File: config.mk
export PLATFORM = sky130hd
export DESIGN_NAME = adc_smoother_to_midi_note_unit
export DESIGN_NICKNAME = d
export VERILOG_FILES = /design/src/adcmidi_pkg.sv /design/src/adc_smoother_to_midi_note_unit.sv /design/src/adcmidi_ram.sv /design/src/adcmidi_div.sv
export VERILOG_INCLUDE_DIRS = /design/src /design/src/src
export SDC_FILE = /design/constraint.sdc
export NUM_CORES = 2
export LEC_CHECK = 0
export BUFFER_PORTS_ARGS = -buffer_cell sky130_fd_sc_hd__buf_2
export CAP_MARGIN = 40
export CELL_PAD_IN_SITES_DETAIL_PLACEMENT = 0
export CELL_PAD_IN_SITES_GLOBAL_PLACEMENT = 1
export CORE_MARGIN = 2
export CORE_UTILIZATION = 51
export DETAILED_ROUTE_END_ITERATION = 8
export PLACE_DENSITY_LB_ADDON = 0.12
export SLEW_MARGIN = 20
export SYNTH_ARGS = -nofsm -noshare
export SYNTH_HDL_FRONTEND = slang
export SYNTH_HIERARCHICAL = 1
export SYNTH_SLANG_ARGS = --single-unit
File: constraint.sdc
create_clock -name clk -period 5.75 [get_ports clk]
set_input_delay 1.4375 -clock clk [delete_from_list [all_inputs] [get_ports clk]]
set_output_delay 1.4375 -clock clk [all_outputs]
set_load 0.03 [all_outputs]
File: src/adc_smoother_to_midi_note_unit_defines.svh
// assertion macros shared by the adc smoother to midi note unit
// no dependencies; each file that asserts includes this header
`ifndef ADC_SMOOTHER_TO_MIDI_NOTE_UNIT_DEFINES_SVH
`define ADC_SMOOTHER_TO_MIDI_NOTE_UNIT_DEFINES_SVH

// same-cycle implication, clocked on clk, off during reset
`define ADCMIDI_ASSERT_IMP(label, ante, cons, msg) \
    label: assert property (@(posedge clk) disable iff (!rst_n) (ante) |-> (cons)) \
        else $error(msg);

// next-cycle implication, clocked on clk, off during reset
`define ADCMIDI_ASSERT_NEXT(label, ante, cons, msg) \
    label: assert property (@(posedge clk) disable iff (!rst_n) (ante) |=> (cons)) \
        else $error(msg);

`endif

File: src/adcmidi_pkg.sv
// shared types and constants of the adc smoother to midi note unit
// no dependencies; used by adcmidi_div and the top level
package adcmidi_pkg;

    localparam int ADJ_SHIFT = 5;
    localparam int MIN_DIFF_BITS = 12;
    localparam int AVG_W = 16;
    localparam int CLAMP_W = 12;
    localparam int NOTE_W = 7;
    localparam int SCL_W = CLAMP_W + NOTE_W;

    localparam logic [CLAMP_W-1:0] CLAMP_MAX = 12'hFFF;
    localparam logic [NOTE_W-1:0] NOTE_MAX = 7'd127;
    localparam logic [3:0] STATUS_OFF_HI = 4'h8;
    localparam logic [3:0] STATUS_ON_HI = 4'h9;

    localparam logic [1:0] REG_ADC_OFFSET = 2'd0;
    localparam logic [1:0] REG_MIDI_CHANNEL = 2'd1;
    localparam logic [1:0] REG_ON_VELOCITY = 2'd2;

    localparam logic [11:0] RST_ADC_OFFSET = 12'd1988;
    localparam logic [3:0] RST_MIDI_CHANNEL = 4'd0;
    localparam logic [6:0] RST_ON_VELOCITY = 7'd127;

    typedef struct packed {
        logic busy;
        logic done;
    } div_stat_t;

endpackage

File: src/adc_smoother_to_midi_note_unit.sv
// top level: rolling average of adc samples, block mean, note on/off beats
// depends on adcmidi_pkg, adcmidi_ram, adcmidi_div, defines header
//
//  channel  direction  handshake                 payload
//  in       sink       in_valid / in_ready       sample
//  out      source     out_valid / out_ready     status_byte note_number velocity last_of_run
//  cfg      apb slave  psel penable pwrite pready paddr pwdata prdata
//
// each sample passes the serial divider, which gives one quotient bit a
// cycle; the last sample of a block then passes the block mean, clamp and
// scaling, and note steps before its beats are sent
// rst_n clears window sum, pointer, fill count, block state, last note; regs take reset values
// a result beat waits in the output register; a further beat stalls the
// sequencer, and in_ready is high only while the sequencer is idle
`include "adc_smoother_to_midi_note_unit_defines.svh"

module adc_smoother_to_midi_note_unit #(
    parameter int WINDOW_LEN = 128,
    parameter int BLOCK_LEN = 32,
    parameter int SAMPLE_BITS = 12
) (
    input  logic                   clk,
    input  logic                   rst_n,
    input  logic                   in_valid,
    output logic                   in_ready,
    input  logic [SAMPLE_BITS-1:0] sample,
    output logic                   out_valid,
    input  logic                   out_ready,
    output logic [7:0]             status_byte,
    output logic [6:0]             note_number,
    output logic [6:0]             velocity,
    output logic                   last_of_run,
    input  logic                   psel,
    input  logic                   penable,
    input  logic                   pwrite,
    input  logic [3:0]             paddr,
    input  logic [31:0]            pwdata,
    output logic [31:0]            prdata,
    output logic                   pready
);

    localparam int DIFF_W = ((SAMPLE_BITS > adcmidi_pkg::MIN_DIFF_BITS) ?
                             SAMPLE_BITS : adcmidi_pkg::MIN_DIFF_BITS) + 1;
    localparam int ADJ_W = DIFF_W + adcmidi_pkg::ADJ_SHIFT;
    localparam int PTR_W = $clog2(WINDOW_LEN);
    localparam int CNT_W = $clog2(WINDOW_LEN + 1);
    localparam int SUM_W = ADJ_W + PTR_W;
    localparam int POS_W = $clog2(BLOCK_LEN + 1);
    localparam int BSUM_W = adcmidi_pkg::AVG_W + $clog2(BLOCK_LEN + 1);
    localparam int DVD_W = SUM_W;
    localparam int DVS_W = CNT_W;
    localparam int NW = adcmidi_pkg::NOTE_W;
    // block mean by reciprocal multiplication, exact for every block sum
    localparam int RECIP_K = BSUM_W + $clog2(BLOCK_LEN);
    localparam int RM_W = BSUM_W + 1;
    localparam int PROD_W = BSUM_W + RM_W;
    localparam longint RECIP_FULL = ((longint'(1) << RECIP_K) + longint'(BLOCK_LEN) - 1) /
                                    longint'(BLOCK_LEN);
    localparam logic [RM_W-1:0] RECIP_M = RM_W'(RECIP_FULL);

    typedef enum logic [3:0] {
        S_IDLE,
        S_SUB,
        S_ADD,
        S_AVG_GO,
        S_AVG_WAIT,
        S_MEAN,
        S_SCALE,
        S_NOTE,
        S_OFF,
        S_ON
    } state_t;

    state_t state_reg, state_next;

    logic [11:0]                    adc_offset_reg, adc_offset_next;
    logic [3:0]                     channel_reg, channel_next;
    logic [6:0]                     on_vel_reg, on_vel_next;
    logic signed [ADJ_W-1:0]        adj_reg, adj_next;
    logic signed [SUM_W-1:0]        sum_reg, sum_next;
    logic [PTR_W-1:0]               ptr_reg, ptr_next;
    logic [CNT_W-1:0]               fill_reg, fill_next;
    logic [POS_W-1:0]               pos_reg, pos_next;
    logic [BSUM_W-1:0]              bsum_reg, bsum_next;
    logic [adcmidi_pkg::AVG_W-1:0]  mean_reg, mean_next;
    logic [adcmidi_pkg::SCL_W-1:0]  scaled_reg, scaled_next;
    logic [NW-1:0]                  note_reg, note_next;
    logic [NW-1:0]                  prev_reg, prev_next;
    logic                           out_valid_reg, out_valid_next;
    logic [7:0]                     status_reg, status_next;
    logic [NW-1:0]                  onote_reg, onote_next;
    logic [6:0]                     vel_reg, vel_next;
    logic                           last_reg, last_next;

    logic                           in_acc;
    logic                           cfg_wr;
    logic                           full;
    logic                           slot_free;
    logic signed [DIFF_W-1:0]       diff;
    logic [SUM_W-1:0]               sum_mag;
    logic [adcmidi_pkg::AVG_W-1:0]  avg16;
    logic [PROD_W-1:0]              mean_prod;
    logic [adcmidi_pkg::CLAMP_W-1:0] clamped;
    logic [adcmidi_pkg::SCL_W-1:0]  note_acc;
    logic [NW-1:0]                  note_calc;
    logic                           ram_rd_en;
    logic                           ram_wr_en;
    logic [ADJ_W-1:0]               ram_rd_data;
    logic                           div_start;
    logic [DVD_W-1:0]               div_q;
    adcmidi_pkg::div_stat_t         div_stat;

    adcmidi_ram #(
        .WIDTH (ADJ_W),
        .DEPTH (WINDOW_LEN)
    ) u_window (
        .clk     (clk),
        .wr_en   (ram_wr_en),
        .wr_addr (ptr_reg),
        .wr_data (adj_reg),
        .rd_en   (ram_rd_en),
        .rd_addr (ptr_reg),
        .rd_data (ram_rd_data)
    );

    adcmidi_div #(
        .DVD_W (DVD_W),
        .DVS_W (DVS_W)
    ) u_div (
        .clk      (clk),
        .rst_n    (rst_n),
        .start    (div_start),
        .dividend (sum_mag),
        .divisor  (fill_reg),
        .quotient (div_q),
        .stat     (div_stat)
    );

    assign in_ready = (state_reg == S_IDLE);
    assign in_acc = in_valid && in_ready;
    assign cfg_wr = psel && penable && pwrite;
    assign pready = 1'b1;
    assign full = (fill_reg == CNT_W'(WINDOW_LEN));
    assign slot_free = !out_valid_reg || out_ready;
    assign diff = signed'(DIFF_W'(sample)) - signed'(DIFF_W'(adc_offset_reg));
    assign sum_mag = sum_reg[SUM_W-1] ? SUM_W'(-sum_reg) : SUM_W'(sum_reg);
    assign avg16 = sum_reg[SUM_W-1] ? (~div_q[adcmidi_pkg::AVG_W-1:0] + 16'd1)
                                    : div_q[adcmidi_pkg::AVG_W-1:0];
    assign mean_prod = PROD_W'(bsum_reg) * PROD_W'(RECIP_M);
    assign clamped = (|mean_reg[adcmidi_pkg::AVG_W-1:adcmidi_pkg::CLAMP_W])
                     ? adcmidi_pkg::CLAMP_MAX : mean_reg[adcmidi_pkg::CLAMP_W-1:0];
    // divide by 4095: exact while the quotient stays below 4096
    assign note_acc = scaled_reg + adcmidi_pkg::SCL_W'(1) + (scaled_reg >> adcmidi_pkg::CLAMP_W);
    assign note_calc = note_acc[adcmidi_pkg::CLAMP_W +: NW];

    always_comb
    begin
        unique case (paddr[3:2])
            adcmidi_pkg::REG_ADC_OFFSET:   prdata = 32'(adc_offset_reg);
            adcmidi_pkg::REG_MIDI_CHANNEL: prdata = 32'(channel_reg);
            adcmidi_pkg::REG_ON_VELOCITY:  prdata = 32'(on_vel_reg);
            default:                       prdata = '0;
        endcase
    end

    always_comb
    begin
        state_next = state_reg;
        adc_offset_next = adc_offset_reg;
        channel_next = channel_reg;
        on_vel_next = on_vel_reg;
        adj_next = adj_reg;
        sum_next = sum_reg;
        ptr_next = ptr_reg;
        fill_next = fill_reg;
        pos_next = pos_reg;
        bsum_next = bsum_reg;
        mean_next = mean_reg;
        scaled_next = scaled_reg;
        note_next = note_reg;
        prev_next = prev_reg;
        out_valid_next = out_valid_reg;
        status_next = status_reg;
        onote_next = onote_reg;
        vel_next = vel_reg;
        last_next = last_reg;
        ram_rd_en = 1'b0;
        ram_wr_en = 1'b0;
        div_start = 1'b0;

        if (out_valid_reg && out_ready)
        begin
            out_valid_next = 1'b0;
        end

        if (cfg_wr)
        begin
            unique case (paddr[3:2])
                adcmidi_pkg::REG_ADC_OFFSET:   adc_offset_next = pwdata[11:0];
                adcmidi_pkg::REG_MIDI_CHANNEL: channel_next = pwdata[3:0];
                adcmidi_pkg::REG_ON_VELOCITY:  on_vel_next = pwdata[6:0];
                default:                       ;
            endcase
        end

        unique case (state_reg)
            S_IDLE:
            begin
                if (in_acc)
                begin
                    adj_next = {diff, {adcmidi_pkg::ADJ_SHIFT{1'b0}}};
                    ram_rd_en = 1'b1;
                    state_next = S_SUB;
                end
            end
            S_SUB:
            begin
                if (full)
                begin
                    sum_next = sum_reg - SUM_W'(signed'(ram_rd_data));
                end
                else
                begin
                    fill_next = fill_reg + CNT_W'(1);
                end
                ram_wr_en = 1'b1;
                ptr_next = (ptr_reg == PTR_W'(WINDOW_LEN - 1)) ? '0 : ptr_reg + PTR_W'(1);
                state_next = S_ADD;
            end
            S_ADD:
            begin
                sum_next = sum_reg + SUM_W'(adj_reg);
                state_next = S_AVG_GO;
            end
            S_AVG_GO:
            begin
                div_start = 1'b1;
                state_next = S_AVG_WAIT;
            end
            S_AVG_WAIT:
            begin
                if (div_stat.done)
                begin
                    bsum_next = bsum_reg + BSUM_W'(avg16);
                    if (pos_reg == POS_W'(BLOCK_LEN - 1))
                    begin
                        state_next = S_MEAN;
                    end
                    else
                    begin
                        pos_next = pos_reg + POS_W'(1);
                        state_next = S_IDLE;
                    end
                end
            end
            S_MEAN:
            begin
                mean_next = mean_prod[RECIP_K +: adcmidi_pkg::AVG_W];
                bsum_next = '0;
                pos_next = '0;
                state_next = S_SCALE;
            end
            S_SCALE:
            begin
                scaled_next = adcmidi_pkg::SCL_W'(clamped) *
                              adcmidi_pkg::SCL_W'(adcmidi_pkg::NOTE_MAX);
                state_next = S_NOTE;
            end
            S_NOTE:
            begin
                note_next = note_calc;
                if (note_calc == prev_reg)
                begin
                    state_next = S_IDLE;
                end
                else if (prev_reg != '0)
                begin
                    state_next = S_OFF;
                end
                else
                begin
                    state_next = S_ON;
                end
            end
            S_OFF:
            begin
                if (slot_free)
                begin
                    out_valid_next = 1'b1;
                    status_next = {adcmidi_pkg::STATUS_OFF_HI, channel_reg};
                    onote_next = prev_reg;
                    vel_next = '0;
                    last_next = 1'b0;
                    state_next = S_ON;
                end
            end
            S_ON:
            begin
                if (slot_free)
                begin
                    out_valid_next = 1'b1;
                    status_next = {adcmidi_pkg::STATUS_ON_HI, channel_reg};
                    onote_next = note_reg;
                    vel_next = on_vel_reg;
                    last_next = 1'b1;
                    prev_next = note_reg;
                    state_next = S_IDLE;
                end
            end
            default:
            begin
                state_next = S_IDLE;
            end
        endcase
    end

    always_ff @(posedge clk or negedge rst_n)
    begin
        if (!rst_n)
        begin
            state_reg <= S_IDLE;
            adc_offset_reg <= adcmidi_pkg::RST_ADC_OFFSET;
            channel_reg <= adcmidi_pkg::RST_MIDI_CHANNEL;
            on_vel_reg <= adcmidi_pkg::RST_ON_VELOCITY;
            adj_reg <= '0;
            sum_reg <= '0;
            ptr_reg <= '0;
            fill_reg <= '0;
            pos_reg <= '0;
            bsum_reg <= '0;
            mean_reg <= '0;
            scaled_reg <= '0;
            note_reg <= '0;
            prev_reg <= '0;
            out_valid_reg <= 1'b0;
            status_reg <= '0;
            onote_reg <= '0;
            vel_reg <= '0;
            last_reg <= 1'b0;
        end
        else
        begin
            state_reg <= state_next;
            adc_offset_reg <= adc_offset_next;
            channel_reg <= channel_next;
            on_vel_reg <= on_vel_next;
            adj_reg <= adj_next;
            sum_reg <= sum_next;
            ptr_reg <= ptr_next;
            fill_reg <= fill_next;
            pos_reg <= pos_next;
            bsum_reg <= bsum_next;
            mean_reg <= mean_next;
            scaled_reg <= scaled_next;
            note_reg <= note_next;
            prev_reg <= prev_next;
            out_valid_reg <= out_valid_next;
            status_reg <= status_next;
            onote_reg <= onote_next;
            vel_reg <= vel_next;
            last_reg <= last_next;
        end
    end

    assign out_valid = out_valid_reg;
    assign status_byte = status_reg;
    assign note_number = onote_reg;
    assign velocity = vel_reg;
    assign last_of_run = last_reg;

    `ADCMIDI_ASSERT_NEXT(a_one_item, in_acc, !in_ready, "second item taken while busy")
    `ADCMIDI_ASSERT_NEXT(a_off_then_on, out_valid && out_ready && !last_of_run,
        out_valid && last_of_run && status_byte[7:4] == adcmidi_pkg::STATUS_ON_HI,
        "note-off not followed by note-on")
    `ADCMIDI_ASSERT_IMP(a_fill_bound, 1'b1, fill_reg <= CNT_W'(WINDOW_LEN), "fill count overrun")
    `ADCMIDI_ASSERT_IMP(a_off_nonzero, out_valid && !last_of_run, note_number != '0,
        "note-off for note zero")

endmodule

File: src/adcmidi_ram.sv
// generic single-write, single-read ram with registered read data
// no dependencies
module adcmidi_ram #(
    parameter int WIDTH = 18,
    parameter int DEPTH = 128
) (
    input  logic                     clk,
    input  logic                     wr_en,
    input  logic [$clog2(DEPTH)-1:0] wr_addr,
    input  logic [WIDTH-1:0]         wr_data,
    input  logic                     rd_en,
    input  logic [$clog2(DEPTH)-1:0] rd_addr,
    output logic [WIDTH-1:0]         rd_data
);

    logic [WIDTH-1:0] mem_reg [DEPTH];
    logic [WIDTH-1:0] rd_data_reg;

    always_ff @(posedge clk)
    begin
        if (wr_en)
        begin
            mem_reg[wr_addr] <= wr_data;
        end
        if (rd_en)
        begin
            rd_data_reg <= mem_reg[rd_addr];
        end
    end

    assign rd_data = rd_data_reg;

endmodule

File: src/adcmidi_div.sv
// restoring divider, one quotient bit per cycle, unsigned operands
// depends on adcmidi_pkg and adc_smoother_to_midi_note_unit_defines.svh
`include "adc_smoother_to_midi_note_unit_defines.svh"

module adcmidi_div #(
    parameter int DVD_W = 25,
    parameter int DVS_W = 12
) (
    input  logic                     clk,
    input  logic                     rst_n,
    input  logic                     start,
    input  logic [DVD_W-1:0]         dividend,
    input  logic [DVS_W-1:0]         divisor,
    output logic [DVD_W-1:0]         quotient,
    output adcmidi_pkg::div_stat_t   stat
);

    localparam int CNT_W = $clog2(DVD_W + 1);

    logic [DVD_W-1:0] q_reg, q_next;
    logic [DVS_W-1:0] rem_reg, rem_next;
    logic [DVS_W-1:0] dvs_reg, dvs_next;
    logic [CNT_W-1:0] cnt_reg, cnt_next;
    logic             busy_reg, busy_next;
    logic             done_reg, done_next;
    logic [DVS_W:0]   rem_sh;
    logic [DVS_W:0]   rem_sub;

    always_comb
    begin
        q_next = q_reg;
        rem_next = rem_reg;
        dvs_next = dvs_reg;
        cnt_next = cnt_reg;
        busy_next = busy_reg;
        done_next = 1'b0;
        rem_sh = {rem_reg, q_reg[DVD_W-1]};
        rem_sub = rem_sh - {1'b0, dvs_reg};
        if (start)
        begin
            q_next = dividend;
            rem_next = '0;
            dvs_next = divisor;
            cnt_next = CNT_W'(DVD_W);
            busy_next = 1'b1;
        end
        else if (busy_reg)
        begin
            if (rem_sh >= {1'b0, dvs_reg})
            begin
                rem_next = rem_sub[DVS_W-1:0];
                q_next = {q_reg[DVD_W-2:0], 1'b1};
            end
            else
            begin
                rem_next = rem_sh[DVS_W-1:0];
                q_next = {q_reg[DVD_W-2:0], 1'b0};
            end
            cnt_next = cnt_reg - CNT_W'(1);
            if (cnt_reg == CNT_W'(1))
            begin
                busy_next = 1'b0;
                done_next = 1'b1;
            end
        end
    end

    always_ff @(posedge clk or negedge rst_n)
    begin
        if (!rst_n)
        begin
            q_reg <= '0;
            rem_reg <= '0;
            dvs_reg <= '0;
            cnt_reg <= '0;
            busy_reg <= 1'b0;
            done_reg <= 1'b0;
        end
        else
        begin
            q_reg <= q_next;
            rem_reg <= rem_next;
            dvs_reg <= dvs_next;
            cnt_reg <= cnt_next;
            busy_reg <= busy_next;
            done_reg <= done_next;
        end
    end

    assign quotient = q_reg;
    assign stat.busy = busy_reg;
    assign stat.done = done_reg;

    `ADCMIDI_ASSERT_IMP(a_div_no_restart, start, !busy_reg, "divider restarted while busy")
    `ADCMIDI_ASSERT_IMP(a_div_done_idle, done_reg, !busy_reg && cnt_reg == '0, "done while busy")
    `ADCMIDI_ASSERT_NEXT(a_div_start_busy, start, busy_reg && !done_reg, "start did not run")

endmodule
==> results.rst <==
.. list-table::
   :header-rows: 1

   * - Metric
     - Value
   * - Worst Skew
     - 0.0595 ns
   * - Final setup violating endpoints
     - 0
   * - Mapped Avg Cell Area
     - 19.8 µm²
   * - Critical path data arrival time
     - about 6.2 ns
   * - Max Transition Viols Final
     - 0
   * - Area of the core
     - 0.205 mm²
   * - Vertical extent of the die
     - around 460 µm
   * - Worst Setup Path Type
     - reg -> reg
   * - Maximum buffer depth of the clock tree
     - 4
   * - GRT Overall Usage
     - 0.240
   * - CTS Hold Buffers Added
     - 0
   * - Maximum cell stage delay along the critical path
     - ~0.57 ns
   * - # H-tree levels
     - 5
   * - Largest register FFs
     - around 2300
   * - GRT overflow
     - 0
   * - Cell area power density
     - between 400 and 500 mW/mm²
   * - Routed wire length per instance
     - 26.8 µm
   * - Post-placement cell area
     - 0.113 mm²
   * - Initial cell density of the core
     - 0.513
   * - Synthesized cell area
     - 0.105 mm²
   * - Worst-margin pin slew
     - 0.878 ns
   * - Post-layout min period
     - approximately 5.4 ns
   * - Type of the worst min-delay path
     - reg -> reg
   * - Post-route antenna net violation count
     - 0
   * - Setup TNS Final
     - 0 ns
   * - Highest Clock Rate
     - 184 MHz
   * - Outcome
     - completed
   * - Largest fanout of any net on the critical path
     - 6
   * - Number of I/O pins
     - ~110
   * - Number of global-route vias before repair
     - between 50000 and 60000
   * - WP data required
     - between 6 and 7 ns
   * - Count of synthesis-stage warnings from yosys
     - 6
   * - Count of buffering cells on the critical path with inverters included
     - 4
   * - Antenna violations before repair
     - 16
   * - Net count reported at finish
     - between 6000 and 7000
   * - Setup repair after global routing missed its margin
     - no
   * - Post-Syn Instances
     - approximately 5300
   * - Remaining routing DRC violations
     - 0
   * - Non-Filler Cell Area, Final
     - approximately 0.12 mm²
   * - Clock-pin slew on the worst setup and hold paths
     - around 0.05 ns
   * - Cell family with the largest share of critical-path delay
     - adder cells
   * - Die outline width
     - 458 µm
   * - Leak Pwr
     - around 42 nW
   * - Maximum number of pins on one net before global-route repair
     - between 100 and 150
   * - Hold WS
     - between 0.4 and 0.5 ns
   * - Final worst path period share
     - 0.946
   * - Number of vias in the routed layout
     - between 50000 and 60000
   * - Clock tree from TritonCTS
     - done
   * - CTS buffer count
     - roughly 290
   * - Area of the die
     - 0.209 mm²
   * - VDD IR-drop max
     - between 0.3 and 0.4 mV
   * - Post-detailed-route via-to-cell ratio
     - 5.75
   * - Slowest cell on the critical path
     - sky130_fd_sc_hd__or4_4
   * - Fill cell count
     - 14989
   * - Worst setup EP type
     - register
   * - Sink count of the clock tree
     - approximately 2500
   * - Relative slew margins
     - 0.413
   * - Overall power of the completed layout
     - between 0.05 and 0.06 W
   * - Wire length of the first global-routing pass
     - roughly 370000 µm
   * - Master cell of the clock root buffer
     - sky130_fd_sc_hd__clkbuf_16
   * - Area Growth Syn to Fin
     - 15.8%
   * - Startpoint class of the critical path
     - register
   * - Routability cong.
     - approximately 0.80
   * - Max-cap violation count
     - 0
   * - Ratio of cells with drive above 1 in the final layout
     - 0.259
   * - Buffers added on ports
     - 67
   * - Initial DRC count
     - 5252
   * - Latest clock arrival within the worst-skew pair
     - roughly 0.9 ns
   * - Number of optimization iterations in the first detailed-route pass
     - 6
   * - Hold Vio Cnt, Final
     - 0
   * - Ordered cell list for the critical path
     - or4_4 > or2_2 > inv_2 > fa_1 > inv_1 > fa_1 > inv_1 > fa_1 > fa_1 > inv_1 > ha_1 > o21a_1 > o31a_1 > o211ai_1 > a21oi_1 > o31a_1 > a211o_1 > a21oi_1 > xnor2_1 > o21ai_0
   * - Standard-cell row count
     - roughly 170
   * - Half-perimeter wire length after placement
     - 146000 µm
   * - Most frequent cell on the critical path
     - sky130_fd_sc_hd__fa_1
   * - Wirelength, routed
     - between 200000 and 250000 µm
layer usage:
metal,track usage,vias to the layer above,part of all wire
li1,-,22876,-
met1,0.346,27773,0.42
met2,0.384,1731,0.48
met3,0.0382,389,0.068
met4,0.0653,2,0.026
met5,0,-,0.000073
power breakdown:
part           internal [W]  switching (W)  total, W
clock network        0.0100        0.00703    0.0170
registers            0.0225        0.00164    0.0242
logic               0.00821         0.0102    0.0184
layout make-up:
| cell class | count | area [µm²] | share of cell area |
|---|---|---|---|
| Sequential cell | 2547 | 75400 | 0.621 |
| Clock inverter | 125 | 962 | 0.00792 |
| Antenna cell | 2 | 5.00 | 0.0000412 |
| Clock buffer | 364 | 7640 | 0.0629 |
| Multi-Input combinational cell | 2990 | 30700 | 0.253 |
| Inverter | 138 | 518 | 0.00426 |
| Timing Repair Buffer | 316 | 2820 | 0.0232 |
| Tap cell | 2688 | 3360 | 0.0277 |
cell usage in the layout (no fill, tap or decap), types with 130 or more instances in the layout:
| master | n |
|---|---|
| sky130_fd_sc_hd__edfxtp_1 | 2322 |
| sky130_fd_sc_hd__ha_1 | 130 |
| sky130_fd_sc_hd__o21ai_0 | 182 |
| sky130_fd_sc_hd__dfrtp_1 | 192 |
| sky130_fd_sc_hd__buf_4 | 199 |
| sky130_fd_sc_hd__nand2_1 | 252 |
| sky130_fd_sc_hd__mux4_2 | 756 |
| sky130_fd_sc_hd__clkbuf_16 | 293 |
| sky130_fd_sc_hd__conb_1 | 663 |
| sky130_fd_sc_hd__inv_1 | 136 |
repair_timing:
item | 4_1_cts | 5_1_grt
buffers inserted | 0 | 1
setup endpoints to repair | 0 | 4
resized for setup | 0 | 5
path summary, 6_finish.rpt:
path	start	to	slack (ns)	cells past startpoint
setup / recovery	mean_reg[15]$_DFFE_PN0P_	scaled_reg[18]$_DFFE_PN0P_	0.31	20
hold / removal	status_byte[7]$_DFFE_PN0P_	status_byte[7]$_DFFE_PN0P_	0.46	1
setup reg to reg	mean_reg[15]$_DFFE_PN0P_	scaled_reg[18]$_DFFE_PN0P_	0.31	20
hold reg to reg	status_byte[7]$_DFFE_PN0P_	status_byte[7]$_DFFE_PN0P_	0.46	1
max in group asynchronous	rst_n	adj_reg[14]$_DFFE_PN0P_	3.99	2
min in group asynchronous	rst_n	u_div/quotient[23]$_DFFE_PN0P_	0.49	1
per-stage QoR:
stage	setup WS (ns)	util	cells
after global routing	0.00865	0.594	9169
after CTS	0.0908	0.592	9153
final	0.312	0.594	9170
after detailed placement	0.0987	0.550	8664
after floorplan	0.129	-	5946
after global placement	0.0705	0.549	8646
Note: power is estimated with default switching activity, not from simulation.
